## src/sv/s2a_pkg.sv

```systemverilog
// s2a_pkg: shared types, key codes, the lookup table and the shifted symbol function for the set 1 scan code decoder
`timescale 1ns / 1ps

package s2a_pkg;

  localparam logic [6:0] KEY_LSHIFT = 7'h2A;
  localparam logic [6:0] KEY_RSHIFT = 7'h36;
  localparam logic [7:0] CODE_CAPS  = 8'h3A;
  localparam int unsigned TABLE_LEN = 84;
  localparam logic [6:0] CASE_GAP   = 7'h20;
  localparam logic [6:0] CHAR_LOW_A = 7'h61;
  localparam logic [6:0] CHAR_LOW_Z = 7'h7A;

  typedef logic [6:0] ascii_t;

  // flag changes requested by one scan byte
  typedef struct packed {
    logic set_left;
    logic set_right;
    logic held_val;
    logic toggle_caps;
  } key_upd_t;

  typedef struct packed {
    logic shift;
    logic caps;
  } key_flags_t;

  // us layout, unshifted, indexed by make code
  localparam ascii_t US_TABLE [0:TABLE_LEN-1] = '{
    7'h00, 7'h1B, 7'h31, 7'h32, 7'h33, 7'h34, 7'h35, 7'h36,
    7'h37, 7'h38, 7'h39, 7'h30, 7'h2D, 7'h3D, 7'h08, 7'h09,
    7'h71, 7'h77, 7'h65, 7'h72, 7'h74, 7'h79, 7'h75, 7'h69,
    7'h6F, 7'h70, 7'h5B, 7'h5D, 7'h0D, 7'h00, 7'h61, 7'h73,
    7'h64, 7'h66, 7'h67, 7'h68, 7'h6A, 7'h6B, 7'h6C, 7'h3B,
    7'h27, 7'h60, 7'h00, 7'h5C, 7'h7A, 7'h78, 7'h63, 7'h76,
    7'h62, 7'h6E, 7'h6D, 7'h2C, 7'h2E, 7'h2F, 7'h00, 7'h2A,
    7'h00, 7'h20, 7'h00, 7'h00, 7'h00, 7'h00, 7'h00, 7'h00,
    7'h00, 7'h00, 7'h00, 7'h00, 7'h00, 7'h00, 7'h00, 7'h37,
    7'h38, 7'h39, 7'h2D, 7'h34, 7'h35, 7'h36, 7'h2B, 7'h31,
    7'h32, 7'h33, 7'h30, 7'h2E
  };

  function automatic ascii_t shifted_symbol(input ascii_t ch);
    ascii_t res;
    case (ch)
      7'h31:   res = 7'h21;
      7'h32:   res = 7'h40;
      7'h33:   res = 7'h23;
      7'h34:   res = 7'h24;
      7'h35:   res = 7'h25;
      7'h36:   res = 7'h5E;
      7'h37:   res = 7'h26;
      7'h38:   res = 7'h2A;
      7'h39:   res = 7'h28;
      7'h30:   res = 7'h29;
      7'h2D:   res = 7'h5F;
      7'h3D:   res = 7'h2B;
      7'h5B:   res = 7'h7B;
      7'h5D:   res = 7'h7D;
      7'h5C:   res = 7'h7C;
      7'h3B:   res = 7'h3A;
      7'h27:   res = 7'h22;
      7'h60:   res = 7'h7E;
      7'h2C:   res = 7'h3C;
      7'h2E:   res = 7'h3E;
      7'h2F:   res = 7'h3F;
      default: res = ch;
    endcase
    return res;
  endfunction

endpackage

```

## src/sv/s2a_decode.sv

```systemverilog
// s2a_decode: translates one registered scan byte into a character and flag updates
`timescale 1ns / 1ps

module s2a_decode
  import s2a_pkg::*;
(
  input  logic [7:0] code,
  input  key_flags_t flags,
  output key_upd_t   upd,
  output logic       emit,
  output ascii_t     ch
);

  logic [6:0] key;
  logic       release_bit;
  logic       in_table;
  ascii_t     base;

  assign key         = code[6:0];
  assign release_bit = code[7];
  assign in_table    = (code < 8'(TABLE_LEN));
  assign base        = in_table ? US_TABLE[key] : '0;

  always_comb begin
    upd  = '0;
    emit = 1'b0;
    ch   = base;
    if (key == KEY_LSHIFT) begin
      upd.set_left = 1'b1;
      upd.held_val = !release_bit;
    end else if (key == KEY_RSHIFT) begin
      upd.set_right = 1'b1;
      upd.held_val  = !release_bit;
    end else if (release_bit) begin
      // break codes and the e0 prefix fall out here
    end else if (code == CODE_CAPS) begin
      upd.toggle_caps = 1'b1;
    end else begin
      if (base >= CHAR_LOW_A && base <= CHAR_LOW_Z) begin
        if (flags.caps != flags.shift) begin
          ch = base - CASE_GAP;
        end
      end else if (flags.shift) begin
        ch = shifted_symbol(base);
      end
      emit = (ch != '0);
    end
  end

endmodule

```

## src/sv/s2a_key_state.sv

```systemverilog
// s2a_key_state: left shift, right shift and caps lock flags
`timescale 1ns / 1ps

module s2a_key_state
  import s2a_pkg::*;
(
  input  logic       clk,
  input  logic       rst_n,
  input  logic       upd_en,
  input  key_upd_t   upd,
  output key_flags_t flags
);

  logic lshift_r, lshift_nxt;
  logic rshift_r, rshift_nxt;
  logic caps_r, caps_nxt;

  always_comb begin
    lshift_nxt = lshift_r;
    rshift_nxt = rshift_r;
    caps_nxt   = caps_r;
    if (upd_en) begin
      if (upd.set_left) begin
        lshift_nxt = upd.held_val;
      end
      if (upd.set_right) begin
        rshift_nxt = upd.held_val;
      end
      if (upd.toggle_caps) begin
        caps_nxt = !caps_r;
      end
    end
  end

  always_ff @(posedge clk) begin
    if (!rst_n) begin
      lshift_r <= 1'b0;
      rshift_r <= 1'b0;
      caps_r   <= 1'b0;
    end else begin
      lshift_r <= lshift_nxt;
      rshift_r <= rshift_nxt;
      caps_r   <= caps_nxt;
    end
  end

  assign flags.shift = lshift_r || rshift_r;
  assign flags.caps  = caps_r;

endmodule

```

## src/sv/scancode_set1_to_ascii_unit.sv

```systemverilog
// scancode_set1_to_ascii_unit: top level of the set 1 scan code to ascii decoder
`timescale 1ns / 1ps

// Takes one raw set 1 scan byte per transfer and gives at most one US-layout
// ascii character per byte. A byte sits in the input register, where the
// table lookup and the shift/caps flag update happen, and a non-nul result
// moves into the output register. One byte per cycle is sustained while the
// output side does not stall. A character passes through the input register
// and then the output register before its output transfer.
// Bytes that give no character (releases, prefixes, shift and caps keys,
// keys without a character) leave the input register without waiting on the
// output side. in_stall rises only when the input register holds a
// character-bearing byte and the output register is full and stalled.
module scancode_set1_to_ascii_unit
  import s2a_pkg::*;
(
  input  logic       clk,
  input  logic       rst_n,
  input  logic       in_valid,
  output logic       in_stall,
  input  logic [7:0] in_scan_code,
  output logic       out_valid,
  input  logic       out_stall,
  output logic [6:0] out_ascii_char
);

  logic       s1_valid_r, s1_valid_nxt;
  logic [7:0] s1_code_r, s1_code_nxt;
  logic       out_valid_r, out_valid_nxt;
  ascii_t     out_char_r, out_char_nxt;

  key_upd_t   upd;
  key_flags_t flags;
  logic       dec_emit;
  ascii_t     dec_ch;
  logic       s1_fire;
  logic       in_xfer;

  s2a_decode u_decode (
    .code  (s1_code_r),
    .flags (flags),
    .upd   (upd),
    .emit  (dec_emit),
    .ch    (dec_ch)
  );

  s2a_key_state u_key_state (
    .clk    (clk),
    .rst_n  (rst_n),
    .upd_en (s1_fire),
    .upd    (upd),
    .flags  (flags)
  );

  // a byte leaves the input register if it needs no output slot or one is free
  assign s1_fire  = s1_valid_r && (!dec_emit || !out_valid_r || !out_stall);
  assign in_stall = s1_valid_r && !s1_fire;
  assign in_xfer  = in_valid && !in_stall;

  always_comb begin
    s1_valid_nxt = s1_valid_r;
    s1_code_nxt  = s1_code_r;
    if (s1_fire) begin
      s1_valid_nxt = 1'b0;
    end
    if (in_xfer) begin
      s1_valid_nxt = 1'b1;
      s1_code_nxt  = in_scan_code;
    end
  end

  always_comb begin
    out_valid_nxt = out_valid_r;
    out_char_nxt  = out_char_r;
    if (out_valid_r && !out_stall) begin
      out_valid_nxt = 1'b0;
    end
    if (s1_fire && dec_emit) begin
      out_valid_nxt = 1'b1;
      out_char_nxt  = dec_ch;
    end
  end

  always_ff @(posedge clk) begin
    if (!rst_n) begin
      s1_valid_r  <= 1'b0;
      out_valid_r <= 1'b0;
    end else begin
      s1_valid_r  <= s1_valid_nxt;
      out_valid_r <= out_valid_nxt;
    end
  end

  always_ff @(posedge clk) begin
    s1_code_r  <= s1_code_nxt;
    out_char_r <= out_char_nxt;
  end

  assign out_valid      = out_valid_r;
  assign out_ascii_char = out_char_r;

  // an emitted character is never nul
  a_nonzero_char: assert property (@(posedge clk) disable iff (!rst_n)
    out_valid |-> out_ascii_char != '0)
    else $error("nul character presented on output");

  // a held byte stays put until it can move on
  a_s1_hold: assert property (@(posedge clk) disable iff (!rst_n)
    s1_valid_r && !s1_fire |=> s1_valid_r && $stable(s1_code_r))
    else $error("input register lost a byte");

  // caps lock only changes on a caps make code leaving the input register
  a_caps_cause: assert property (@(posedge clk) disable iff (!rst_n)
    !(s1_fire && s1_code_r == CODE_CAPS) |=> $stable(flags.caps))
    else $error("caps lock changed without a caps make code");

  // a byte that needs an output slot lands in the output register when it moves on
  a_emit_slot: assert property (@(posedge clk) disable iff (!rst_n)
    s1_fire && dec_emit |=> out_valid && out_ascii_char == $past(dec_ch))
    else $error("character did not reach the output register");

endmodule

```

## config.mk

```make
export PLATFORM = sky130hd
export DESIGN_NAME = scancode_set1_to_ascii_unit
export DESIGN_NICKNAME = d
export VERILOG_FILES = /design/src/sv/s2a_pkg.sv /design/src/sv/s2a_decode.sv /design/src/sv/s2a_key_state.sv /design/src/sv/scancode_set1_to_ascii_unit.sv
export SDC_FILE = /design/constraint.sdc
export NUM_CORES = 1
export LEC_CHECK = 0
export BUFFER_PORTS_ARGS = -buffer_cell sky130_fd_sc_hd__buf_2
export CAP_MARGIN = 20
export CORE_MARGIN = 2
export CORE_UTILIZATION = 50
export DETAILED_ROUTE_END_ITERATION = 8
export PLACE_DENSITY = 0.69
export RECOVER_POWER = 50
export SYNTH_ARGS = -nofsm -noshare
export SYNTH_HDL_FRONTEND = slang
export SYNTH_HIERARCHICAL = 1
export SYNTH_SLANG_ARGS = --single-unit
```

## constraint.sdc

```tcl
create_clock -name clk -period 8.2 [get_ports clk]
set_clock_uncertainty 0.05 [all_clocks]
set_input_delay 1.23 -clock clk [delete_from_list [all_inputs] [get_ports clk]]
set_output_delay 1.23 -clock clk [all_outputs]
set_load 0.02 [all_outputs]
```

Yosys cells after proc, flatten, opt, wreduce, memory -nomap -nowiden
Memories as Yosys holds them, arrays and structs flattened.
Index checks and enable logic that the tools add are counted.
{"block": "classes", "addsub": 1, "magnitude_cmp": 4, "shift": 0, "n_bitwise": 1, "div": 0, "n_mux": 31, "n_reduce_logical": 22, "n_eq_ne": 25, "multipliers": 0}
{"op": "$pmux W7 S21", "n": 1}
{"op": "$eq A7 B6 Y1 const B", "n": 19}
{"op": "$mux W7", "n": 14}
{"op": "$eq A7 B7 Y1 const B", "n": 4}
{"op": "$mux W1", "n": 15}
{"op": "$eq A8 B6 Y1 const B", "n": 1}
{"op": "$ge A8 B8 Y1 const B", "n": 1}
{"op": "$lt A8 B7 Y1 const B", "n": 1}
{"op": "$not A7 Y8", "n": 1}
{"op": "$ge A7 B7 Y1 const B", "n": 1}
{"op": "$le A7 B7 Y1 const B", "n": 1}
{"op": "$logic_not A1 Y1", "n": 7}
{"op": "$reduce_bool A7 Y1", "n": 1}
{"op": "$sub A7 B6 Y7 const B", "n": 1}
{"op": "$logic_and A1 B1 Y1", "n": 6}
{"op": "$reduce_and A2 Y1", "n": 3}
{"op": "$reduce_bool A2 Y1", "n": 2}
{"op": "$logic_or A1 B1 Y1", "n": 3}
{"op": "$mux W2", "n": 1}
{"op": "$ne A1 B1 Y1", "n": 1}
{"block": "totals", "ramBits": 0, "wordCells": 92, "output_inout_bits": 9, "ff_bits": 20, "inputBits": 12, "latch_bits": 0, "romBits": 896, "memories": 1}
{"name": "(no name shown)", "words": 128, "width": 7, "read_ports": 1, "rd_clocked_by_memory_dff": 0, "wr": 0, "line": "s2a_decode.sv:22", "text": "assign base = in_table ? US_TABLE[key] : '0;"}

Longest topological paths before layout
Gate-level depths: netlist of run 1.
{"block": "depth", "depth_word": 27, "depth_mapped": 21}

Cells and area by module
The synthesis of run 1 kept the hierarchy.
{"mod": "s2a_decode", "area_per_inst_um2": 1905.6, "seq_area_each_um2": 0.0, "cells_per_inst": 279, "instances": 1}
{"mod": "scancode_set1_to_ascii_unit", "area_per_inst_um2": 545.5, "seq_area_each_um2": 490.5, "cells_per_inst": 26, "instances": 1}
{"mod": "s2a_key_state", "area_per_inst_um2": 136.4, "seq_area_each_um2": 60.1, "cells_per_inst": 16, "instances": 1}

Worst setup path after synthesis of run 1
Ideal clock, no wire load.
{"block": "synth_timing", "path_kind": "reg2out", "from": "reg s1_code_r[1]", "to": "out in_stall", "arrival_ns": 4.208, "setup_slack_ns": 2.712, "path_stages_with_launch": 18, "cell_sequence": "edfxtp_1 clkbuf_1 inv_1 ha_1 mux2i_1 o311ai_2 o21ai_0 or4_4 o21ai_1 buf_4 mux2i_1 a21oi_1 a311oi_4 buf_2 a41oi_1 nor4b_2 a31oi_1 and4_4"}
{"block": "synth_via", "elab_chain_cells": 24, "elab_cells_between_ends": 53}
{"element": "start: declaration", "line": "scancode_set1_to_ascii_unit.sv:28", "text": "logic [7:0] s1_code_r, s1_code_nxt;"}
{"element": "start signal: assignment", "line": "scancode_set1_to_ascii_unit.sv:95", "text": "s1_code_r <= s1_code_nxt;"}
{"element": "$not A7 Y8 (implied by the code)", "line": "s2a_decode.sv:22"}
{"element": "$mem_v2 Z128 W7"}
{"element": "$mux W7 (implied by the code) (2 in a row)", "line": "s2a_decode.sv:22"}
{"element": "$mux W7", "line": "s2a_decode.sv:22"}
{"element": "$eq A7 B6 Y1 or $eq A7 B7 Y1 (tied branches)", "line": "s2a_pkg.sv:46", "text": "case (ch)"}
{"element": "$pmux W7 S21", "line": "s2a_pkg.sv:46"}
{"element": "$mux W7", "line": "s2a_decode.sv:43", "text": "end else if (flags.shift) begin"}
{"element": "$mux W7", "line": "s2a_decode.sv:39", "text": "if (base >= CHAR_LOW_A && base <= CHAR_LOW_Z) begin"}
{"element": "(+7 left out)"}
{"element": "$mux W1", "line": "s2a_decode.sv:31", "text": "end else if (key == KEY_RSHIFT) begin"}
{"element": "$mux W1 *", "line": "s2a_decode.sv:28", "text": "if (key == KEY_LSHIFT) begin"}
{"element": "named net dec_emit", "line": "scancode_set1_to_ascii_unit.sv:34", "text": "logic dec_emit;"}
{"element": "$logic_not A1 Y1 *", "line": "scancode_set1_to_ascii_unit.sv:56", "text": "assign s1_fire = s1_valid_r && (!dec_emit || !out_valid_r || !out_stall);"}
{"element": "$logic_or A1 B1 Y1 * (2 in a row)", "line": "scancode_set1_to_ascii_unit.sv:56"}
{"element": "$logic_and A1 B1 Y1 *", "line": "scancode_set1_to_ascii_unit.sv:56"}
{"element": "$logic_not A1 Y1 *", "line": "scancode_set1_to_ascii_unit.sv:57", "text": "assign in_stall = s1_valid_r && !s1_fire;"}
{"element": "$logic_and A1 B1 Y1 *", "line": "scancode_set1_to_ascii_unit.sv:57"}
{"element": "end: declaration", "line": "scancode_set1_to_ascii_unit.sv:20", "text": "output logic in_stall,"}
Mark *: on every way through the listed nets, which the timed path passes. The rest lies on a longest branch. The select of a mux whose other input is x is not followed.

Worst setup path in the final report of run 1
{"block": "layout_timing", "from": "reg s1_code_r[2]", "to": "out in_stall"}
Same word-level chain as after synthesis.

==> summary.txt, run 1 <==
Die
  – Die height: 75.9 um
  – Die area: 5770 um2
  – Core area: 5040 um2
  – Row count: 26
  – Initial core utilization: 51.3%
  – Num ports: 21
  – Die width: between 70 and 80 um

GRT
  – Global Route Usage Sum: between 20 and 25%
  – First-pass GRT wire length: 11,200 um
  – Largest net degree at the start of global routing: 33
  – Grt total ovfl: 0
  – Vias in the first global route: 2,381
  – Met2 global-route usage: slightly below 40%
  – Met3 usage: 3.81%
  – Met1 Use GR: 29.8%
  – Initial antenna violation count: 0
  – Busiest grt layer: met2

Flow run
  – Max-cap violations: 0

Routing
  – Final WL: 6710 um
  – DRT iter0 DRCs: 200
  – Vias/cell: 6.58
  – Detail Route Antenna Nets: 0
  – Vias: approximately 2,600
  – Avg WL per Cell: approximately 17 um
  – First-pass detailed-route iteration total: 5
  – Number of DRC violations after detailed routing: 0

Worst setup path
  – WP data arrival: 5.73 ns
  – Crit start category: flip-flop
  – Crit Path Category: reg2out
  – Crit path max fanout: 26
  – Crit path buf inv count: 3
  – CP most frequent cell: a211oi_1
  – CP endpoint kind: primary output
  – Top cell family by delay on the critical path: simple AND/OR/NAND/NOR gates
  – Largest stage delay, worst path: 0.68 ns
  – Crit-path slowest cell: edfxtp_1
  – CP cell instances: buf_4 -> inv_1 -> ha_1 -> mux2_1 -> a211oi_1 -> a211o_1 -> and3_1 -> nand2_1 -> nor3_1 -> a211oi_1 -> a311oi_4 -> nor4b_1 -> o221ai_1 -> nor4b_2 -> a31oi_1 -> and4_4 -> buf_2
  – Worst path required time: slightly below 7 ns
  – Flop2flop setup slack: 1.90 ns

Placed design
  – Area after DPL: 2620 um2
  – Port Buf Inserts: 20
  – Place WS: 1.70 ns
  – Detailed placement HPWL: 4940 um
  – Routability cong.: 0.951

Clock tree
  – # hold bufs at CTS: 0
  – Post-cts sizing count: 0
  – Post-CTS setup buffer count: 0
  – CTS Root Cell: clkbuf_8
  – Cts bufs inserted: 3
  – Worst-Skew Late Latency: between 0.2 and 0.3 ns
  – CTS H-tree lvls: 1
  – Clock Path Buffers: 2
  – Clock Sinks: 20
  – CTS tree: yes
  – CTS clk-pin slew, worst paths: 0.07 ns

Synth
  – Post-Syn Nets: 346
  – FF+latch count, synth: 20
  – Main flop type after synthesis: edfxtp_1
  – Mapped Cells: ~320
  – Unique cell type count in the Yosys netlist: 78
  – Ys async rst share: 0%
  – Number of flops mapped to enable cells by yosys: 15
  – Largest cells by area after synthesis: edfxtp_1 (17%), ha_1 (6.3%), nand2_1 (5.5%), a21oi_1 (4.1%), dfxtp_1 (3.9%)
  – Cell area after synthesis: 2590 um2
  – Synthesized area per cell: 8.06 um2
  – Share of the synthesized area in the top cell type: 17.4%
  – Ys Warns: 6
  – Biggest area consumer among synthesized cells: edfxtp_1
  – Seq/Total Area, Yosys: a little over a fifth

Pwr
  – Switching Share: ~35%
  – Total power: between 200 and 300 uW
  – Pleak: approximately 0.00097 uW
  – Seq pwr share: 44.1%
  – Worst IR Drop VDD: 0.000110 V
  – Power per Cell Area: between 100 and 150 nW/um2
  – Clock power share: 22.8%
  – Internal power: between 150 and 200 uW
  – NetSw: between 100 and 150 uW
  – Logic gate share of total power: 33.1%

Layout
  – Final Cell Area: between 2000 and 3000 um2
  – Commonest non-fill, non-tap cell in the layout: nand2_1
  – Area growth, synth to finish: 2.18%
  – Ant. Diodes: 0
  – Most frequent cells in the layout: nand2_1 (38), a21oi_1 (21), nor2_1 (20)
  – Layout cells sized above 1: 11.2%
  – Fin nets: 347

STA
  – Max frequency: 143 MHz
  – Final setup fails: 0
  – Crit share post-route: 85.5%
  – Unrepaired setup endpoints after global routing: no
  – Tightest Pin Transition: 0.977 ns
  – Hold Fails Final Rpt: 0
  – Fin worst setup slack: 1.19 ns
  – Fin crit period: between 7 and 8 ns
  – Final setup TNS: 0 ns
  – Max-slew violation count: 0
  – Max_slew headroom: 34.9%

Worst hold path
  – Hold Path Class: reg2reg

Status
  – Status: complete, no violations
==> per-stage QoR <==
stage                     utilization [%]  cells  hold WS, ns
after floorplan                         -    321        0.383
after global placement               52.0    387        0.396
after detailed placement             52.0    387        0.400
after CTS                            52.9    391        0.410
after global routing                 52.4    391        0.433
final                                52.4    391        0.405
==> synthesized netlist by cell type, types with 6 or more instances <==
cell	n
o21ai_0	15
a31oi_1	10
inv_1	8
nand2b_1	10
clkbuf_1	7
mux2i_1	7
buf_6	6
nor3_1	6
nand2_1	38
a211oi_1	6
nor2_1	20
o21a_1	7
nand3_1	10
buf_2	7
a21oi_1	21
o21ai_1	7
ha_1	13
edfxtp_1	15
nor2b_1	8
==> path summary, 6_finish.rpt <==
kind / startpoint / endpoint / depth (start not counted)
setup / recovery: s1_code_r[2] / in_stall / 17
hold / removal: u_key_state/rshift_r / u_key_state/rshift_r / 2
setup reg to reg: s1_code_r[2] / s1_code_r[2] / 17
hold reg to reg: u_key_state/rshift_r / u_key_state/rshift_r / 2
==> final cells by class <==
cell class / instances / area, um2
Sequential cell: 20 / 551
Clock buffer: 4 / 45.0
Fill cell: 485 / 2400
Tap cell: 70 / 87.6
Timing Repair Buffer: 22 / 105
Multi-Input combinational cell: 266 / 1820
Inverter: 9 / 33.8
==> power groups by stage <==
stage	clock network (uW)	registers, uW	logic, uW
2_1_floorplan	0	120	80.7
3_3_place_gp	0	127	92.0
3_5_place_dp	0	127	91.8
4_1_cts	65.9	125	92.5
5_1_grt	70.2	127	103
6_report	64.9	125	94.0
==> metal layers <==
layer	share of wire, %	vias up
met4	2.9	0
met5	0	-
met1	42	1191
met3	6.7	25
met2	48	132
li1	-	1224
==> worst min-delay path: stages, from the launching register on <==
cell and delay (ns):
dfxtp_1 0.31, nand2_1 0.05, mux2i_1 0.05
==> registers in the layout, indices dropped and copies added (netlist names) <==
| register | flops |
|---|---|
| u_key_state/rshift_r | 1 |
| out_valid | 1 |
| u_key_state/caps_r | 1 |
| u_key_state/lshift_r | 1 |
| out_ascii_char | 7 |
| s1_code_r | 8 |
| s1_valid_r | 1 |
==> logic make-up (layout without fill, tap and decap cells) <==
kind of cell / after synthesis / after routing / share of synthesized area, %
muxes: 12 / 12 / 5.32
and+or+nand+nor: 124 / 124 / 25.8
buffers and inverters: 35 / 35 / 7.88
adders and majority gates: 13 / 13 / 6.29
AOI/OAI and AO/OA: 116 / 116 / 33.1
xor gates and xnor gates: 1 / 1 / 0.339
DFF: 20 / 20 / 21.3
No activity file was read; power rests on OpenSTA's default activity.
==> inputs of run 2 (changes only) <==
--- a/config.mk
+++ b/config.mk
@@ -7,8 +7,9 @@
 export LEC_CHECK = 0
 export BUFFER_PORTS_ARGS = -buffer_cell sky130_fd_sc_hd__buf_2
 export CAP_MARGIN = 20
-export CORE_MARGIN = 2
+export CORE_MARGIN = 10
 export CORE_UTILIZATION = 50
+export CTS_BUF_LIST = sky130_fd_sc_hd__clkbuf_4 sky130_fd_sc_hd__clkbuf_8
 export DETAILED_ROUTE_END_ITERATION = 8
 export PLACE_DENSITY = 0.69
 export RECOVER_POWER = 50
==> run 2 against run 1 <==
Register-to-register slack worse by 0.04 ns. Cell count unchanged. Routed wire length up 5.0%. Critical path type unchanged. Highest routed layer unchanged. Sequential power about the same.
==> summary.txt, run 2 (synthesis gave the netlist of run 1 again) <==
Worst setup path
  – Worst R2R Start: s1_code_r[1]
  – WP data arrival: 5.84 ns (+0.11 ns)
  – Largest stage delay, worst path: 0.65 ns (-0.03 ns)
  – Crit start category: flip-flop
  – CP cell instances: inv_1 -> ha_1 -> mux2i_1 -> o311ai_0 -> o21ai_0 -> or4_1 -> o21ai_0 -> mux2i_1 -> a21oi_1 -> a311oi_4 -> nor4b_2 -> o221ai_1 -> nor4b_2 -> a31oi_1 -> and4_4 -> buf_2
  – Worst path required time: 6.92 ns (about the same)
  – CP endpoint kind: primary output
  – Crit-path slowest cell: edfxtp_1
  – R2R Path End: s1_code_r[2]
  – Crit path max fanout: 15 (-42%)
  – Crit Path Category: reg2out
  – Depth of the worst register-to-register path: 16 (-1)
  – Top cell family by delay on the critical path: compound AO/OA/AOI/OAI gates
  – Crit path buf inv count: 2 (-1)
  – Flop2flop setup slack: 1.86 ns (-0.04 ns)

Worst hold path
  – Hold Path Class: reg2reg
  – Hold path depth: 2 (unchanged)
  – Hold EP: u_key_state/rshift_r
  – Hold path startpoint: u_key_state/rshift_r

Pwr
  – Worst IR Drop VDD: 0.000120 V (+9.0%)
  – Pleak: 0.000981 uW (+1.1%)
  – NetSw: 103 uW (+3.0%)
  – Total power: 317 uW (+12%)
  – Power per Cell Area: 119 nW/um2 (+11%)
  – Internal power: 214 uW (+16%)
  – Logic gate share of total power: 30.2% (-2.9 points)
  – Seq pwr share: 39.0% (-5.1 points)
  – Switching Share: 32.6% (-2.7 points)
  – Clock power share: 30.8% (+8.0 points)

STA
  – Tightest Pin Transition: 1.28 ns (+0.302 ns)
  – Final setup fails: 0 (unchanged)
  – Fin crit period: 7.12 ns (+0.109 ns)
  – Max_slew headroom: 13.9% (-21 points)
  – Hold Fails Final Rpt: 0 (unchanged)
  – Max-slew violation count: 0 (unchanged)
  – Unrepaired setup endpoints after global routing: no
  – Max frequency: 141 MHz (-1.5%)
  – Final setup TNS: 0 ns (unchanged)
  – Crit share post-route: 86.8% (+1.3 points)
  – Fin worst setup slack: 1.08 ns (-0.109 ns)
  – WHS: 0.414 ns (+0.00956 ns)

GRT
  – Global Route Usage Sum: 16.0% (-6.9 points)
  – First-pass GRT wire length: 11,600 um (+3.8%)
  – Largest net degree at the start of global routing: 33 (unchanged)
  – Vias in the first global route: 2,330 (-2.1%)
  – Initial antenna violation count: 0 (unchanged)
  – Grt total ovfl: 0 (unchanged)

Die
  – Num ports: 21 (unchanged)
  – Core area: 5070 um2 (+0.65%)
  – Die width: 91.9 um (+21%)
  – Die height: 91.9 um (+21%)
  – Die area: 8450 um2 (+47%)
  – Row count: 26 (unchanged)
  – Initial core utilization: 51.0% (-0.33 points)

Layout
  – Area growth, synth to finish: 3.19%
  – Top reg by flops: s1_code_r
  – Sequential Area: 551 um2 (unchanged)
  – Ant. Diodes: 0 (unchanged)
  – Area occupied by multi-input gates: 1820 um2 (unchanged)
  – Fill count: 496 (+2.3%)
  – Layout cells sized above 1: 11.8% (+0.62 points)
  – Most frequent cells in the layout: nand2_1 (38), a21oi_1 (21), nor2_1 (20)
  – Max reg flops: 8 (unchanged)
  – Fin nets: 347 (unchanged)
  – Commonest non-fill, non-tap cell in the layout: nand2_1
  – Fin util: 52.6% (+0.18 points)

Placed design
  – Place WS: 1.73 ns (+0.0228 ns)
  – Detailed placement HPWL: 5100 um (+3.1%)
  – Routability cong.: 1.01 (+6.0%)
  – Port Buf Inserts: 20 (unchanged)

Status
  – Status: complete, no violations

Clock tree
  – Post-CTS setup buffer count: 0 (unchanged)
  – CTS tree: yes
  – Clock Path Buffers: 2 (unchanged)
  – CTS Root Cell: clkbuf_8
  – # hold bufs at CTS: 0 (unchanged)
  – Cts bufs inserted: 3 (unchanged)
  – Clock Sinks: 20 (unchanged)
  – CTS clk-pin slew, worst paths: 0.08 ns (about the same)
  – CTS H-tree lvls: 1 (unchanged)
  – Post-cts sizing count: 0 (unchanged)
  – Worst-Skew Late Latency: 0.27 ns (+0.02 ns)

Routing
  – Vias/cell: 6.65 (+1.1%)
  – DRT iter0 DRCs: 374 (+87%)
  – Final WL: 7050 um (+5.0%)
  – First-pass detailed-route iteration total: 6 (+1)
  – Detail Route Antenna Nets: 0 (unchanged)
  – Vias: 2,601 (+1.1%)
  – Avg WL per Cell: 18.0 um (+5.0%)
  – Number of DRC violations after detailed routing: 0 (unchanged)

Flow run
  – Max-cap violations: 0 (unchanged)
-- run 2: routing by layer --
layer / wire length, um / track usage (%)
met1: 3090 / 22.6
met2: 3200 / 24.2
met3: 618 / 2.36
met4: 140 / 5.40
met5: 0 / 0
-- run 2: final cells by class --
cell class                 instances  area share (%)
clock buffer                       3            1.55
clock inverter                     1            1.12
inverter                           9            1.27
multi-input combinational        266            68.2
sequential                        20            20.6
tap                               70            3.28
timing repair buffer              22            3.94
-- run 2: how the worst max path moves through the flow --
stage                  from       end  slack, ns  cells past startpoint
4_1_cts        s1_code_r[2]  in_stall       1.45                     15
3_5_place_dp   s1_code_r[2]  in_stall       1.73                     15
3_3_place_gp   s1_code_r[2]  in_stall       1.82                     15
5_1_grt        s1_code_r[1]  in_stall       0.71                     16
2_1_floorplan  s1_code_r[1]  in_stall       2.71                     17
6_report       s1_code_r[1]  in_stall       1.08                     16
-- run 2: power by group through the flow --
stage,Clock [uW],Combinational (uW),Sequential [uW]
2_1_floorplan,0,80.7,120
3_5_place_dp,0,93.2,126
4_1_cts,101,93.7,123
6_report,97.7,95.6,124
5_1_grt,106,104,125
3_3_place_gp,0,93.0,126
-- run 2: through the flow --
step | std cells | cell area (um2)
finish | 391 | 2670
global route | 391 | 2670
CTS | 391 | 2690
detailed placement | 387 | 2620
global placement | 387 | 2620
floorplan | 321 | 2590
-- run 2: worst reg2reg max path: cells and delay by family, from the launching register on --
family / cells / cell delay [ns]
AOI/OAI and AO/OA: 7 / 2.20
adders and majority gates: 1 / 0.45
DFF: 1 / 0.65
and+or+nand+nor: 5 / 1.94
buffers and inverters: 1 / 0.23
muxes: 2 / 0.46
